### config.mk
export PLATFORM = sky130hd
export DESIGN_NAME = analog_gamepad_serial_responder
export DESIGN_NICKNAME = d
export VERILOG_FILES = /design/src/rtl/agsr_pkg.sv /design/src/rtl/agsr_engine.sv /design/src/rtl/analog_gamepad_serial_responder.sv
export SDC_FILE = /design/constraint.sdc
export NUM_CORES = 1
export LEC_CHECK = 0
export BUFFER_PORTS_ARGS = -buffer_cell sky130_fd_sc_hd__clkbuf_2
export CORE_MARGIN = 4
export CORE_UTILIZATION = 40
export CTS_CLUSTER_DIAMETER = 120
export DETAILED_ROUTE_END_ITERATION = 7
export PLACE_DENSITY = 0.65
export SLEW_MARGIN = 20
export SYNTH_ARGS = -nofsm -noshare
export SYNTH_HDL_FRONTEND = slang
export SYNTH_SLANG_ARGS = --single-unit
### constraint.sdc
create_clock -name aclk -period 8.7 [get_ports aclk]
set_clock_uncertainty 0.15 [all_clocks]
set_input_delay 1.74 -clock aclk [delete_from_list [all_inputs] [get_ports aclk]]
set_output_delay 1.74 -clock aclk [all_outputs]
set_load 0.005 [all_outputs]
### src/rtl/agsr_pkg.sv
// Shared types and constants for the analog game-pad serial responder.
// Depends on nothing; used by agsr_engine and the top level.
`timescale 1ns / 1ps
`default_nettype none
package agsr_pkg;

    localparam int FRAME_DEPTH = 8;

    typedef logic [7:0] byte_t;
    typedef logic [FRAME_DEPTH-1:0][7:0] frame_t;

    // host commands
    localparam byte_t CMD_READ        = 8'h42;
    localparam byte_t CMD_CONFIG      = 8'h43;
    localparam byte_t CMD_SET_MODE    = 8'h44;
    localparam byte_t CMD_MODEL_INFO  = 8'h45;
    localparam byte_t CMD_ACT_INFO    = 8'h46;
    localparam byte_t CMD_COMB_INFO   = 8'h47;
    localparam byte_t CMD_TYPE_INFO   = 8'h4C;
    localparam byte_t CMD_VIB_MAP     = 8'h4D;

    localparam byte_t ID_ANALOG   = 8'h73;
    localparam byte_t ID_DIGITAL  = 8'h41;
    localparam byte_t ANS_CONFIG  = 8'hF3;
    localparam byte_t ANS_IDLE    = 8'hFF;
    localparam byte_t SLOT_NONE   = 8'hFF;

    localparam logic [3:0] DIGITAL_LEN = 4'd4;

    // entry 0 sits in the low byte
    localparam frame_t TAB_ZERO  = 64'h0000_0000_0000_5AFF;
    localparam frame_t TAB_MODEL = 64'h0001_0201_0201_5AFF;
    localparam frame_t TAB_ACT   = 64'h0A00_0201_0000_5AFF;
    localparam frame_t TAB_COMB  = 64'h0001_0002_0000_5AFF;
    localparam frame_t TAB_VIB   = 64'hFFFF_FFFF_FFFF_5AFF;
    localparam frame_t TAB_RESET = 64'h8080_8080_FFFF_5AFF;

    // configuration register indexes
    localparam logic [1:0] REG_IS_ANALOG = 2'd0;
    localparam logic [1:0] REG_STD_TYPE  = 2'd1;
    localparam logic [1:0] REG_ANA_TYPE  = 2'd2;

    typedef struct packed {
        logic        req_type;
        byte_t       tx_byte;
        logic [15:0] buttons;
        byte_t       right_x;
        byte_t       right_y;
        byte_t       left_x;
        byte_t       left_y;
    } item_t;

    typedef struct packed {
        byte_t rx_byte;
        byte_t motor_level_a;
        byte_t motor_level_b;
    } result_t;

    typedef struct packed {
        logic  controller_is_analog;
        byte_t standard_type_code;
        byte_t analog_type_code;
    } cfg_t;

endpackage
`default_nettype wire

### src/rtl/agsr_engine.sv
// Protocol state and single-pass decode of one byte exchange.
// Depends on agsr_pkg.
`timescale 1ns / 1ps
`default_nettype none
module agsr_engine #(
    parameter int FRAME_BYTES = 8
) (
    input  wire logic            aclk,
    input  wire logic            aresetn,
    input  wire logic            step_en,
    input  wire agsr_pkg::item_t item,
    input  wire agsr_pkg::cfg_t  cfg,
    output agsr_pkg::result_t    result
);

    localparam logic [3:0] FRAME_LEN = 4'(FRAME_BYTES);

    logic [3:0]            byte_index_reg, byte_index_next;
    logic [3:0]            frame_length_reg, frame_length_next;
    agsr_pkg::byte_t       active_command_reg, active_command_next;
    agsr_pkg::frame_t      reply_frame_reg, reply_frame_next;
    agsr_pkg::byte_t       analog_mode_reg, analog_mode_next;
    agsr_pkg::byte_t       pad_id_reg, pad_id_next;
    agsr_pkg::byte_t       config_mode_reg, config_mode_next;
    agsr_pkg::byte_t [1:0] motor_slot_reg, motor_slot_next;
    agsr_pkg::byte_t [1:0] motor_level_reg, motor_level_next;

    agsr_pkg::byte_t rx;
    agsr_pkg::byte_t cmd;
    logic            use_data;
    logic [2:0]      ix;
    logic [2:0]      idx_m1;
    logic [1:0]      half;
    agsr_pkg::byte_t idx_byte;

    always_comb begin
        byte_index_next   = byte_index_reg;
        frame_length_next = frame_length_reg;
        active_command_next = active_command_reg;
        reply_frame_next  = reply_frame_reg;
        analog_mode_next  = analog_mode_reg;
        pad_id_next       = pad_id_reg;
        config_mode_next  = config_mode_reg;
        motor_slot_next   = motor_slot_reg;
        motor_level_next  = motor_level_reg;
        rx       = agsr_pkg::ANS_IDLE;
        cmd      = cfg.controller_is_analog ? item.tx_byte : agsr_pkg::CMD_READ;
        use_data = 1'b0;
        ix       = byte_index_reg[2:0];
        idx_byte = {4'd0, byte_index_reg};
        idx_m1   = ix - 3'd1;
        half     = idx_m1[2:1];

        if (!item.req_type) begin
            byte_index_next = 4'd0;
        end else if (byte_index_reg == 4'd0) begin
            // first byte: latch command, load frame
            active_command_next = cmd;
            byte_index_next     = 4'd1;
            frame_length_next   = FRAME_LEN;
            rx                  = agsr_pkg::ANS_CONFIG;
            case (cmd)
                agsr_pkg::CMD_SET_MODE:   reply_frame_next = agsr_pkg::TAB_ZERO;
                agsr_pkg::CMD_MODEL_INFO: begin
                    reply_frame_next    = agsr_pkg::TAB_MODEL;
                    reply_frame_next[4] = analog_mode_reg;
                end
                agsr_pkg::CMD_ACT_INFO:   reply_frame_next = agsr_pkg::TAB_ACT;
                agsr_pkg::CMD_COMB_INFO:  reply_frame_next = agsr_pkg::TAB_COMB;
                agsr_pkg::CMD_TYPE_INFO:  reply_frame_next = agsr_pkg::TAB_ZERO;
                agsr_pkg::CMD_VIB_MAP:    reply_frame_next = agsr_pkg::TAB_VIB;
                agsr_pkg::CMD_CONFIG: begin
                    if (config_mode_reg != 8'd0) begin
                        reply_frame_next = agsr_pkg::TAB_ZERO;
                    end else begin
                        use_data = 1'b1;
                    end
                end
                default: use_data = 1'b1;
            endcase
            if (use_data) begin
                reply_frame_next[2] = item.buttons[7:0];
                reply_frame_next[3] = item.buttons[15:8];
                if (analog_mode_reg == 8'd1) begin
                    reply_frame_next[4] = item.right_x;
                    reply_frame_next[5] = item.right_y;
                    reply_frame_next[6] = item.left_x;
                    reply_frame_next[7] = item.left_y;
                end else begin
                    frame_length_next = agsr_pkg::DIGITAL_LEN;
                end
                rx = pad_id_reg;
            end
        end else if (byte_index_reg >= frame_length_reg || byte_index_reg > 4'd7) begin
            rx = agsr_pkg::ANS_IDLE;
        end else begin
            if (byte_index_reg == 4'd2) begin
                case (active_command_reg)
                    agsr_pkg::CMD_CONFIG: config_mode_next = item.tx_byte;
                    agsr_pkg::CMD_SET_MODE: begin
                        analog_mode_next = item.tx_byte;
                        pad_id_next = (item.tx_byte != 8'd0) ? agsr_pkg::ID_ANALOG
                                                             : agsr_pkg::ID_DIGITAL;
                    end
                    agsr_pkg::CMD_ACT_INFO: begin
                        if (item.tx_byte == 8'd0) begin
                            reply_frame_next[5] = 8'h02;
                            reply_frame_next[6] = 8'h00;
                            reply_frame_next[7] = 8'h0A;
                        end else if (item.tx_byte == 8'd1) begin
                            reply_frame_next[5] = 8'h01;
                            reply_frame_next[6] = 8'h01;
                            reply_frame_next[7] = 8'h14;
                        end
                    end
                    agsr_pkg::CMD_TYPE_INFO: begin
                        if (item.tx_byte == 8'd0) begin
                            reply_frame_next[5] = cfg.standard_type_code;
                        end else if (item.tx_byte == 8'd1) begin
                            reply_frame_next[5] = cfg.analog_type_code;
                        end
                    end
                    default: ;
                endcase
            end
            if (cfg.controller_is_analog) begin
                if (active_command_reg == agsr_pkg::CMD_READ) begin
                    for (int i = 0; i < 2; i++) begin
                        if (motor_slot_reg[i] == idx_byte) motor_level_next[i] = item.tx_byte;
                    end
                end else if (active_command_reg == agsr_pkg::CMD_VIB_MAP) begin
                    for (int i = 0; i < 2; i++) begin
                        if (motor_slot_reg[i] == idx_byte) reply_frame_next[ix] = 8'd0;
                    end
                    if (item.tx_byte < 8'd2) begin
                        motor_slot_next[item.tx_byte[0]] = idx_byte;
                        if (pad_id_reg[3:0] < {2'd0, half}) begin
                            pad_id_next = {pad_id_reg[7:4], 2'd0, half};
                        end
                    end
                end
            end
            rx              = reply_frame_next[ix];
            byte_index_next = byte_index_reg + 4'd1;
        end
    end

    always_ff @(posedge aclk) begin
        if (!aresetn) begin
            byte_index_reg     <= 4'd0;
            frame_length_reg   <= 4'd0;
            active_command_reg <= 8'd0;
            reply_frame_reg    <= agsr_pkg::TAB_RESET;
            analog_mode_reg    <= 8'd1;
            pad_id_reg         <= agsr_pkg::ID_ANALOG;
            config_mode_reg    <= 8'd0;
            motor_slot_reg     <= {agsr_pkg::SLOT_NONE, agsr_pkg::SLOT_NONE};
            motor_level_reg    <= '0;
        end else if (step_en) begin
            byte_index_reg     <= byte_index_next;
            frame_length_reg   <= frame_length_next;
            active_command_reg <= active_command_next;
            reply_frame_reg    <= reply_frame_next;
            analog_mode_reg    <= analog_mode_next;
            pad_id_reg         <= pad_id_next;
            config_mode_reg    <= config_mode_next;
            motor_slot_reg     <= motor_slot_next;
            motor_level_reg    <= motor_level_next;
        end
    end

    assign result.rx_byte       = rx;
    assign result.motor_level_a = motor_level_next[0];
    assign result.motor_level_b = motor_level_next[1];

    // index stops one past the last frame byte
    a_index_bound: assert property (@(posedge aclk) disable iff (!aresetn)
        byte_index_reg <= 4'd8)
        else $error("byte index ran past frame");

    // a mapped slot always names a data byte position
    a_slot_range: assert property (@(posedge aclk) disable iff (!aresetn)
        (motor_slot_reg[0] == agsr_pkg::SLOT_NONE ||
         (motor_slot_reg[0] != 8'd0 && motor_slot_reg[0] < 8'd8)) &&
        (motor_slot_reg[1] == agsr_pkg::SLOT_NONE ||
         (motor_slot_reg[1] != 8'd0 && motor_slot_reg[1] < 8'd8)))
        else $error("motor slot out of range");

    // frame length is unset, the short digital read or the full frame
    a_len_legal: assert property (@(posedge aclk) disable iff (!aresetn)
        frame_length_reg == 4'd0 || frame_length_reg == agsr_pkg::DIGITAL_LEN ||
        frame_length_reg == FRAME_LEN)
        else $error("frame length out of range");

endmodule
`default_nettype wire

### src/rtl/analog_gamepad_serial_responder.sv
// An accepted item is held in the item register, then its decode result in the result register.
// Throughput: one item per cycle while m_ready is high; decode is a single pass through agsr_engine.
// Configuration registers written through cfg_we/cfg_index/cfg_wdata, no read-back.
// Reset (aresetn low, synchronous): both stages empty, registers to defaults
// (analog pad, type codes 4 and 7), pad state to power-on frame and id 0x73.
`timescale 1ns / 1ps
`default_nettype none
module analog_gamepad_serial_responder #(
    parameter int FRAME_BYTES = 8
) (
    input  wire logic        aclk,
    input  wire logic        aresetn,
    input  wire logic        cfg_we,
    input  wire logic [1:0]  cfg_index,
    input  wire logic [7:0]  cfg_wdata,
    input  wire logic        s_valid,
    output logic             s_ready,
    input  wire logic        s_req_type,
    input  wire logic [7:0]  s_tx_byte,
    input  wire logic [15:0] s_buttons,
    input  wire logic [7:0]  s_right_x,
    input  wire logic [7:0]  s_right_y,
    input  wire logic [7:0]  s_left_x,
    input  wire logic [7:0]  s_left_y,
    output logic             m_valid,
    input  wire logic        m_ready,
    output logic [7:0]       m_rx_byte,
    output logic [7:0]       m_motor_level_a,
    output logic [7:0]       m_motor_level_b
);

    agsr_pkg::cfg_t    cfg_reg;
    agsr_pkg::item_t   in_item_reg;
    logic              in_valid_reg;
    agsr_pkg::result_t out_reg;
    logic              out_valid_reg;
    agsr_pkg::result_t result;
    logic              advance;

    assign advance = in_valid_reg && (!out_valid_reg || m_ready);
    assign s_ready = !in_valid_reg || advance;
    assign m_valid = out_valid_reg;

    always_ff @(posedge aclk) begin
        if (!aresetn) begin
            cfg_reg.controller_is_analog <= 1'b1;
            cfg_reg.standard_type_code   <= 8'd4;
            cfg_reg.analog_type_code     <= 8'd7;
        end else if (cfg_we) begin
            case (cfg_index)
                agsr_pkg::REG_IS_ANALOG: cfg_reg.controller_is_analog <= cfg_wdata[0];
                agsr_pkg::REG_STD_TYPE:  cfg_reg.standard_type_code   <= cfg_wdata;
                agsr_pkg::REG_ANA_TYPE:  cfg_reg.analog_type_code     <= cfg_wdata;
                default: ;
            endcase
        end
    end

    always_ff @(posedge aclk) begin
        if (!aresetn) begin
            in_valid_reg <= 1'b0;
        end else if (s_ready) begin
            in_valid_reg <= s_valid;
        end
    end

    always_ff @(posedge aclk) begin
        if (s_valid && s_ready) begin
            in_item_reg <= '{req_type: s_req_type, tx_byte: s_tx_byte,
                             buttons: s_buttons, right_x: s_right_x,
                             right_y: s_right_y, left_x: s_left_x, left_y: s_left_y};
        end
    end

    agsr_engine #(
        .FRAME_BYTES (FRAME_BYTES)
    ) u_engine (
        .aclk    (aclk),
        .aresetn (aresetn),
        .step_en (advance),
        .item    (in_item_reg),
        .cfg     (cfg_reg),
        .result  (result)
    );

    always_ff @(posedge aclk) begin
        if (!aresetn) begin
            out_valid_reg <= 1'b0;
        end else if (advance) begin
            out_valid_reg <= 1'b1;
        end else if (m_ready) begin
            out_valid_reg <= 1'b0;
        end
    end

    always_ff @(posedge aclk) begin
        if (advance) begin
            out_reg <= result;
        end
    end

    assign m_rx_byte       = out_reg.rx_byte;
    assign m_motor_level_a = out_reg.motor_level_a;
    assign m_motor_level_b = out_reg.motor_level_b;

    // an empty result stage never blocks the input side
    a_ready_when_empty: assert property (@(posedge aclk) disable iff (!aresetn)
        !m_valid |-> s_ready)
        else $error("input stalled with empty result stage");

    // a held item moves on as soon as the result stage is free
    a_item_moves: assert property (@(posedge aclk) disable iff (!aresetn)
        (in_valid_reg && !out_valid_reg) |=> out_valid_reg)
        else $error("item not passed to result stage");

    // an accepted item is held in the input stage
    a_item_held: assert property (@(posedge aclk) disable iff (!aresetn)
        (s_valid && s_ready) |=> in_valid_reg)
        else $error("accepted item lost");

endmodule
`default_nettype wire

Word level (Yosys, flattened, before mapping)
Index checks and enable logic that the tools add are counted.
- output and inout bits: 26
- logic and storage cells: 174
- register bits: 236
- equality and inequality tests: 27
- bitwise gates (word level): 6
- muxes and demuxes: 67
- add/subtract/negate cells: 2
- reduce and logical (&&, ||, !) cells: 30
- $lt $le $gt $ge: 8
- operators by type and width (kind ; number):
    $mux W64 ; 17
    $pmux W64 S6 ; 1
    $mux W24 ; 6
    $mux W8 ; 18
    $and A64 B64 Y64 ; 2
    $eq A8 B7 Y1 const B ; 13
    $mux W16 ; 6
    $not A64 Y64 ; 1
    $mux W48 ; 1
    $mux W32 ; 1
    $bmux W8 S3 ; 1
    $demux W8 S3 ; 1
    $mux W4 ; 5
    $bwmux W16 ; 1
    $eq A8 B1 Y1 const B ; 2
    $eq A8 B4 Y1 ; 2
    $pmux W8 S2 ; 1
    $reduce_bool A8 Y1 ; 2
    $reduce_and A5 Y1 ; 3
    $reduce_and A6 Y1 ; 2
    $demux W8 S1 ; 1
    $logic_not A8 Y1 ; 1
    $lt A8 B2 Y1 const B ; 1
    $ne A8 B8 Y1 const B ; 1
    34 further kinds ; 50

Depth between registers and ports, before layout
- word-level depth: 28
- depth in mapped cells: 11

Modules after synthesis
A second synthesis with hierarchy kept.
- cells, all modules: 1069
- area total of the unflattened synthesis: 10632.7 sq um
- modules (own cells, without submodules) (module ; area an instance (sq um) ; times used ; cells each):
    agsr_engine ; 7423.4 ; 1 ; 910
    analog_gamepad_serial_responder ; 3209.3 ; 1 ; 159

Worst setup path after synthesis
Ideal clock, no wire load.
- path type: in2out
- start point: input m_ready
- end point: output s_ready
- buffers on the path: 0
- slack: 4.827 ns
- arrival time: 1.983 ns
- data required time: 6.810 ns
- cell stages on the path: 2
- cells stage by stage: nor2b_1 > nand2_1
- word-level cells in the longest chain between the ends: 3
- RTL lines (what ; line ; RTL):
    start: declaration ; analog_gamepad_serial_responder.sv:26 ; input wire logic m_ready,
    $logic_or A1 B1 Y1 ; analog_gamepad_serial_responder.sv:40 ; assign advance = in_valid_reg && (!out_valid_reg || m_ready);
    $logic_and A1 B1 Y1 ; analog_gamepad_serial_responder.sv:40 ;
    $logic_or A1 B1 Y1 ; analog_gamepad_serial_responder.sv:41 ; assign s_ready = !in_valid_reg || advance;
    end: declaration ; analog_gamepad_serial_responder.sv:17 ; output logic s_ready,
Every way passes these cells.

Worst setup path after layout
- start point: register u_engine.byte_index_reg[0]
- end point: register u_engine.reply_frame_reg[60] (netlist bit)
- word-level cells in the longest chain between the ends: 23
- RTL lines (what ; line ; RTL):
    start: declaration ; agsr_engine.sv:18 ; logic [3:0] byte_index_reg, byte_index_next;
    start signal: assignment ; agsr_engine.sv:160 ; byte_index_reg <= byte_index_next;
    $lt A3 B4 Y1 (implied by the code) (tied with other cells) ; agsr_engine.sv:133 ; if (motor_slot_reg[i] == idx_byte) reply_frame_next[ix] = 8'd0;
    $logic_and A1 B1 Y1 (implied by the code) or $mux W24 (tied branches) ; agsr_engine.sv:133, agsr_engine.sv:97 ;
    $mux W8 (implied by the code) or $mux W24 (tied branches) ; agsr_engine.sv:133, agsr_engine.sv:94 ;
    $demux W8 S3 or $mux W24 (tied branches) ; - ;
    $not A64 Y64 (no source line) or $mux W24 (tied branches) ; - ;
    $and A64 B64 Y64 (no source line) ; - ;
    $mux W64 ; agsr_engine.sv:133 ;
    $mux W64 ; agsr_engine.sv:131 ; end else if (active_command_reg == agsr_pkg::CMD_VIB_MAP) begin
    [... 7 more ...] ; - ;
    $mux W64 ; agsr_engine.sv:131 ;
    $mux W64 ; agsr_engine.sv:127 ; if (active_command_reg == agsr_pkg::CMD_READ) begin
    $mux W64 ; agsr_engine.sv:126 ; if (cfg.controller_is_analog) begin
    $mux W64 ; agsr_engine.sv:94 ; end else if (byte_index_reg >= frame_length_reg || byte_index_reg > 4'd7) begin
    $mux W64 ; agsr_engine.sv:56 ; end else if (byte_index_reg == 4'd0) begin
    $mux W64 ; agsr_engine.sv:54 ; if (!item.req_type) begin
    $mux W64 ; agsr_engine.sv:94 ;
    $mux W64 ; agsr_engine.sv:56 ;
    end signal: assignment ; agsr_engine.sv:153 ; reply_frame_reg <= agsr_pkg::TAB_RESET;
    end signal: assignment ; agsr_engine.sv:163 ; reply_frame_reg <= reply_frame_next;
    end: declaration ; agsr_engine.sv:21 ; agsr_pkg::frame_t reply_frame_reg, reply_frame_next;
Parallel ways exist; a longest one is shown, timed or not. The select of a mux whose other input is x is not followed.
A chain may end at the register's enable or synchronous reset.

==> results.md <==
Clock tree:
- CTS built an H-tree with a depth of 1.
- Buffers inserted during clock tree synthesis total 26.
- The number of buffers inserted to repair setup after CTS is 0.
- The number of gates resized after cts is 0.
- After clock tree synthesis, the clock-pin slew on the worst setup and hold paths is 0.06 ns.
- The sink count of the clock tree is 228.
- TritonCTS built the clock tree.
- The tree is rooted in a sky130_fd_sc_hd__clkbuf_16.
- After clock tree synthesis, the flow added hold-fix buffers numbering 0.
- In this run the deepest clock path goes through 3 buffers.
- The clock latency on the worst-skew pair is 0.54 ns.

Worst setup path:
- On the worst path, the slowest cell contributes a delay of 0.72 ns.
- The arrival time at the worst endpoint is 4.49 ns.
- The slowest stage cell on the critical path is sky130_fd_sc_hd__dfxtp_1.
- The buffers plus inverters on the worst setup path is 1.
- The biggest fanout along the worst timing path is 21.
- For the worst setup path, the data required time is 8.98 ns.
- The worst setup path is launched from a flip-flop.
- STA classifies the critical path endpoint as a flip-flop.
- The signal on the critical path passes through inv_2, ha_1, a21bo_2, a211oi_2, o21ai_1, nand2_1, o41ai_2, a221o_1.
- The family of cells with the greatest summed delay on the critical path is compound AO/OA/AOI/OAI gates.
- The critical path is of the flip-flop to flip-flop type.

Timing:
- The final-report max-slew violation count was 0.
- The post-route worst hold slack is 0.2859 ns.
- Static timing analysis puts the maximum clock frequency at 237.5 MHz.
- Setup repair after global routing left no endpoint under its margin.
- The worst pin sits at a relative slew slack of 28.00%.
- The transition time at the pin with the least slew margin is 1.077 ns.
- After layout, the minimum clock period comes to 4.211 ns.
- Of the available clock period, the critical path in the final layout requires 48.40%.
- The summed negative setup slack over all endpoints is 0 ns.
- The number of endpoints with negative hold slack in the final report is 0.
- Setup violations remaining at the end of the flow were counted as 0.

Global route:
- The first global-routing pass estimated 44.06 mm of wire.
- Entering global routing, the biggest net connects 58 pins.
- The leftover overflow at the end of global routing is 0.
- The number of global-route vias before repair came to 7,784.
- The number of antenna violations at the first check in global routing came to 0.
- Global routing used 19.14% of the available tracks across all layers.

Synth:
- The fraction of synthesis flops using an asynchronous set or reset pin is 0%.
- The most used flip-flop cell after synthesis is sky130_fd_sc_hd__dfxtp_1.
- The number of instances in the synthesized netlist is 1,042.
- Counting every net in the synthesized netlist gives 1,121.
- The number of synthesized flops with an enable pin is 81.
- The total of warnings raised by yosys is 0.
- The total of flip-flops plus latches after synthesis is 228.
- Yosys mapped the design onto 83 distinct sky130hd cell types.
- The synthesized area is 0.01034 mm².
- Averaged over all synthesized cells, the footprint is 9.922 µm².
- Sequential cells were found to cover 51.99% of the synthesized design area.

Placed design:
- Once detailed placement completed, the half-perimeter wirelength came to 19.33 mm.
- The final estimated routing congestion in global placement is 0.9174.
- Summing all placed instances gives a cell area of 0.01106 mm².
- The quantity of I/O buffers inserted on ports is 97.

Drt:
- After detailed routing, the average wire length per cell comes to 19.28 µm.
- For this run, design rule violations remaining after detail routing come to 0.
- Summed over all layers, the routed wires come to 28.13 mm.
- The number of nets still failing antenna checks after routing is 0.
- Using the TritonRoute via totals, the vias-per-cell ratio works out to 5.752.
- Across all layers, the routed design uses 8,392 vias.
- The count of TritonRoute iterations in the first routing pass is 5.
- The DRC marker count from the first detailed-route iteration is 866.

Min path:
- The worst hold path class is flip-flop to flip-flop.

Floorplan:
- The count of standard-cell rows is 58.
- The core region is 0.02533 mm².
- The initial cell density of the core is 40.82%.
- Measured along the x axis, the die boundary spans 168.8 µm.
- The boundary pin count is 98.
- The die covers 0.02848 mm².
- The overall die height is 168.8 µm.

Layout:
- At the end of the flow, the number of nets in the layout was 1,188.
- The total inserted antenna cells is 0.
- The finished cells cover 0.01187 mm².
- Of the cells placed in the final design, the portion with a size suffix greater than 1 is 17.09%.
- The register with the most flip-flops in the layout has 64 of them.
- The area growth from synthesis to layout is 14.85%.

Power:
- The power after layout is 2360 µW.
- The static leakage is 0.004498 µW.
- In this run the power density over the cells is 198.8 mW/mm².
- Across the VDD grid, the largest voltage drop is 0.0001549 V.

Run:
- Max-cap violations in this run came to 0.

Status:
- The flow ran to the end, and the final reports show no timing, DRC or antenna violations.
[worst paths after layout]
check                                                 from                      endpoint  slack (ns)  depth (start not counted)
worst min-delay path                u_engine.pad_id_reg[6]        u_engine.pad_id_reg[6]        0.29                          2
worst max-delay path            u_engine.byte_index_reg[0]  u_engine.reply_frame_reg[60]        4.49                          8
worst min register to register      u_engine.pad_id_reg[6]        u_engine.pad_id_reg[6]        0.29                          2
worst max register to register  u_engine.byte_index_reg[0]  u_engine.reply_frame_reg[60]        4.49                          8
[cell families after synthesis]
kind of cell               Yosys count  synth area share, %
AOI/OAI and AO/OA                  286                18.93
buffers and inverters               89                3.376
xor gates and xnor gates             7               0.5930
and+or+nand+nor                    347                16.28
adders and majority gates            7               0.8471
DFF                                228                51.99
muxes                               78                7.987
[placed cells by master, fill, tap and decap left out, types with 7 or more instances in the layout]
cell	n
sky130_fd_sc_hd__a211oi_1	37
sky130_fd_sc_hd__a21o_1	19
sky130_fd_sc_hd__a21oi_1	46
sky130_fd_sc_hd__a22oi_1	7
sky130_fd_sc_hd__and2_1	13
sky130_fd_sc_hd__and3_1	8
sky130_fd_sc_hd__buf_4	12
sky130_fd_sc_hd__clkbuf_16	26
sky130_fd_sc_hd__clkbuf_2	97
sky130_fd_sc_hd__clkinv_1	8
sky130_fd_sc_hd__dfxtp_1	147
sky130_fd_sc_hd__edfxtp_1	81
sky130_fd_sc_hd__ha_1	7
sky130_fd_sc_hd__inv_1	15
sky130_fd_sc_hd__mux2_2	25
sky130_fd_sc_hd__mux2i_1	51
sky130_fd_sc_hd__nand2_1	101
sky130_fd_sc_hd__nand3_1	25
sky130_fd_sc_hd__nand4_1	7
sky130_fd_sc_hd__nor2_1	122
sky130_fd_sc_hd__nor2b_1	9
sky130_fd_sc_hd__nor3_1	17
sky130_fd_sc_hd__o211ai_1	26
sky130_fd_sc_hd__o21ai_0	61
sky130_fd_sc_hd__o22ai_1	21
sky130_fd_sc_hd__o2bb2ai_1	8
[metal layers]
layer / track usage (%) / wire length (µm)
met5: 0 / 0
met4: 5.505 / 653
met3: 3.270 / 2234
met2: 28.82 / 12300
met1: 28.35 / 12940
[through the flow]
stage | worst slack (ns) | std cells | util [%]
floorplan | 4.827 | 1042 | -
global placement | 4.602 | 1411 | 43.64
finish | 4.489 | 1459 | 46.88
global route | 4.200 | 1459 | 46.88
detailed placement | 4.567 | 1411 | 43.66
CTS | 4.568 | 1459 | 46.86
[where the power goes]
| part | switching, µW | internal, µW | total (µW) |
|---|---|---|---|
| clock network | 433 | 608 | 1040 |
| logic | 91.4 | 52.2 | 144 |
| registers | 33.2 | 1140 | 1170 |
[synthesized netlist by cell type (6+ instances only)]
cell                        instances  area, µm²
sky130_fd_sc_hd__dfxtp_1          147       2943
sky130_fd_sc_hd__nor2_1           123      461.7
sky130_fd_sc_hd__nand2_1          101      379.1
sky130_fd_sc_hd__edfxtp_1          81       2432
sky130_fd_sc_hd__o21ai_0           61      305.3
sky130_fd_sc_hd__clkbuf_1          54      202.7
sky130_fd_sc_hd__mux2i_1           51      510.5
sky130_fd_sc_hd__a21oi_1           46      230.2
sky130_fd_sc_hd__a211oi_1          37      277.8
sky130_fd_sc_hd__nand3_1           26      130.1
sky130_fd_sc_hd__o211ai_1          26      195.2
sky130_fd_sc_hd__mux2_2            25      281.5
sky130_fd_sc_hd__o22ai_1           21      131.4
sky130_fd_sc_hd__a21o_1            19      142.6
sky130_fd_sc_hd__nor3_1            17      85.08
sky130_fd_sc_hd__inv_1             16      60.06
sky130_fd_sc_hd__and2_1            14      87.58
sky130_fd_sc_hd__buf_2             12      60.06
sky130_fd_sc_hd__nor2b_1            9      56.30
sky130_fd_sc_hd__and3_1             8      50.05
sky130_fd_sc_hd__o2bb2ai_1          8      70.07
sky130_fd_sc_hd__a22oi_1            7      52.55
sky130_fd_sc_hd__ha_1               7      87.58
sky130_fd_sc_hd__nand4_1            7      43.79
sky130_fd_sc_hd__a221o_1            6      60.06
sky130_fd_sc_hd__a221oi_1           6      52.55
[final cells by class]
class / instances / area (µm²)
clock buffers: 32 / 673.1
clock inverters: 16 / 137.6
fillers: 2373 / 13450
inverters: 19 / 71.32
multi-input cells: 725 / 4628
flip-flops and latches: 228 / 5375
well taps: 330 / 412.9
repair buffers: 109 / 575.6
[worst register-to-register path, delay by kind of cell (launching register included)]
kind	cells	cell delay, ns
AO/OA/AOI/OAI	5	1.98
flip-flops	1	0.72
AND/OR/NAND/NOR	1	0.61
buffers and inverters	1	0.34
adder cells (fa/ha/maj)	1	0.33
No activity file was read; power rests on OpenSTA's default activity.
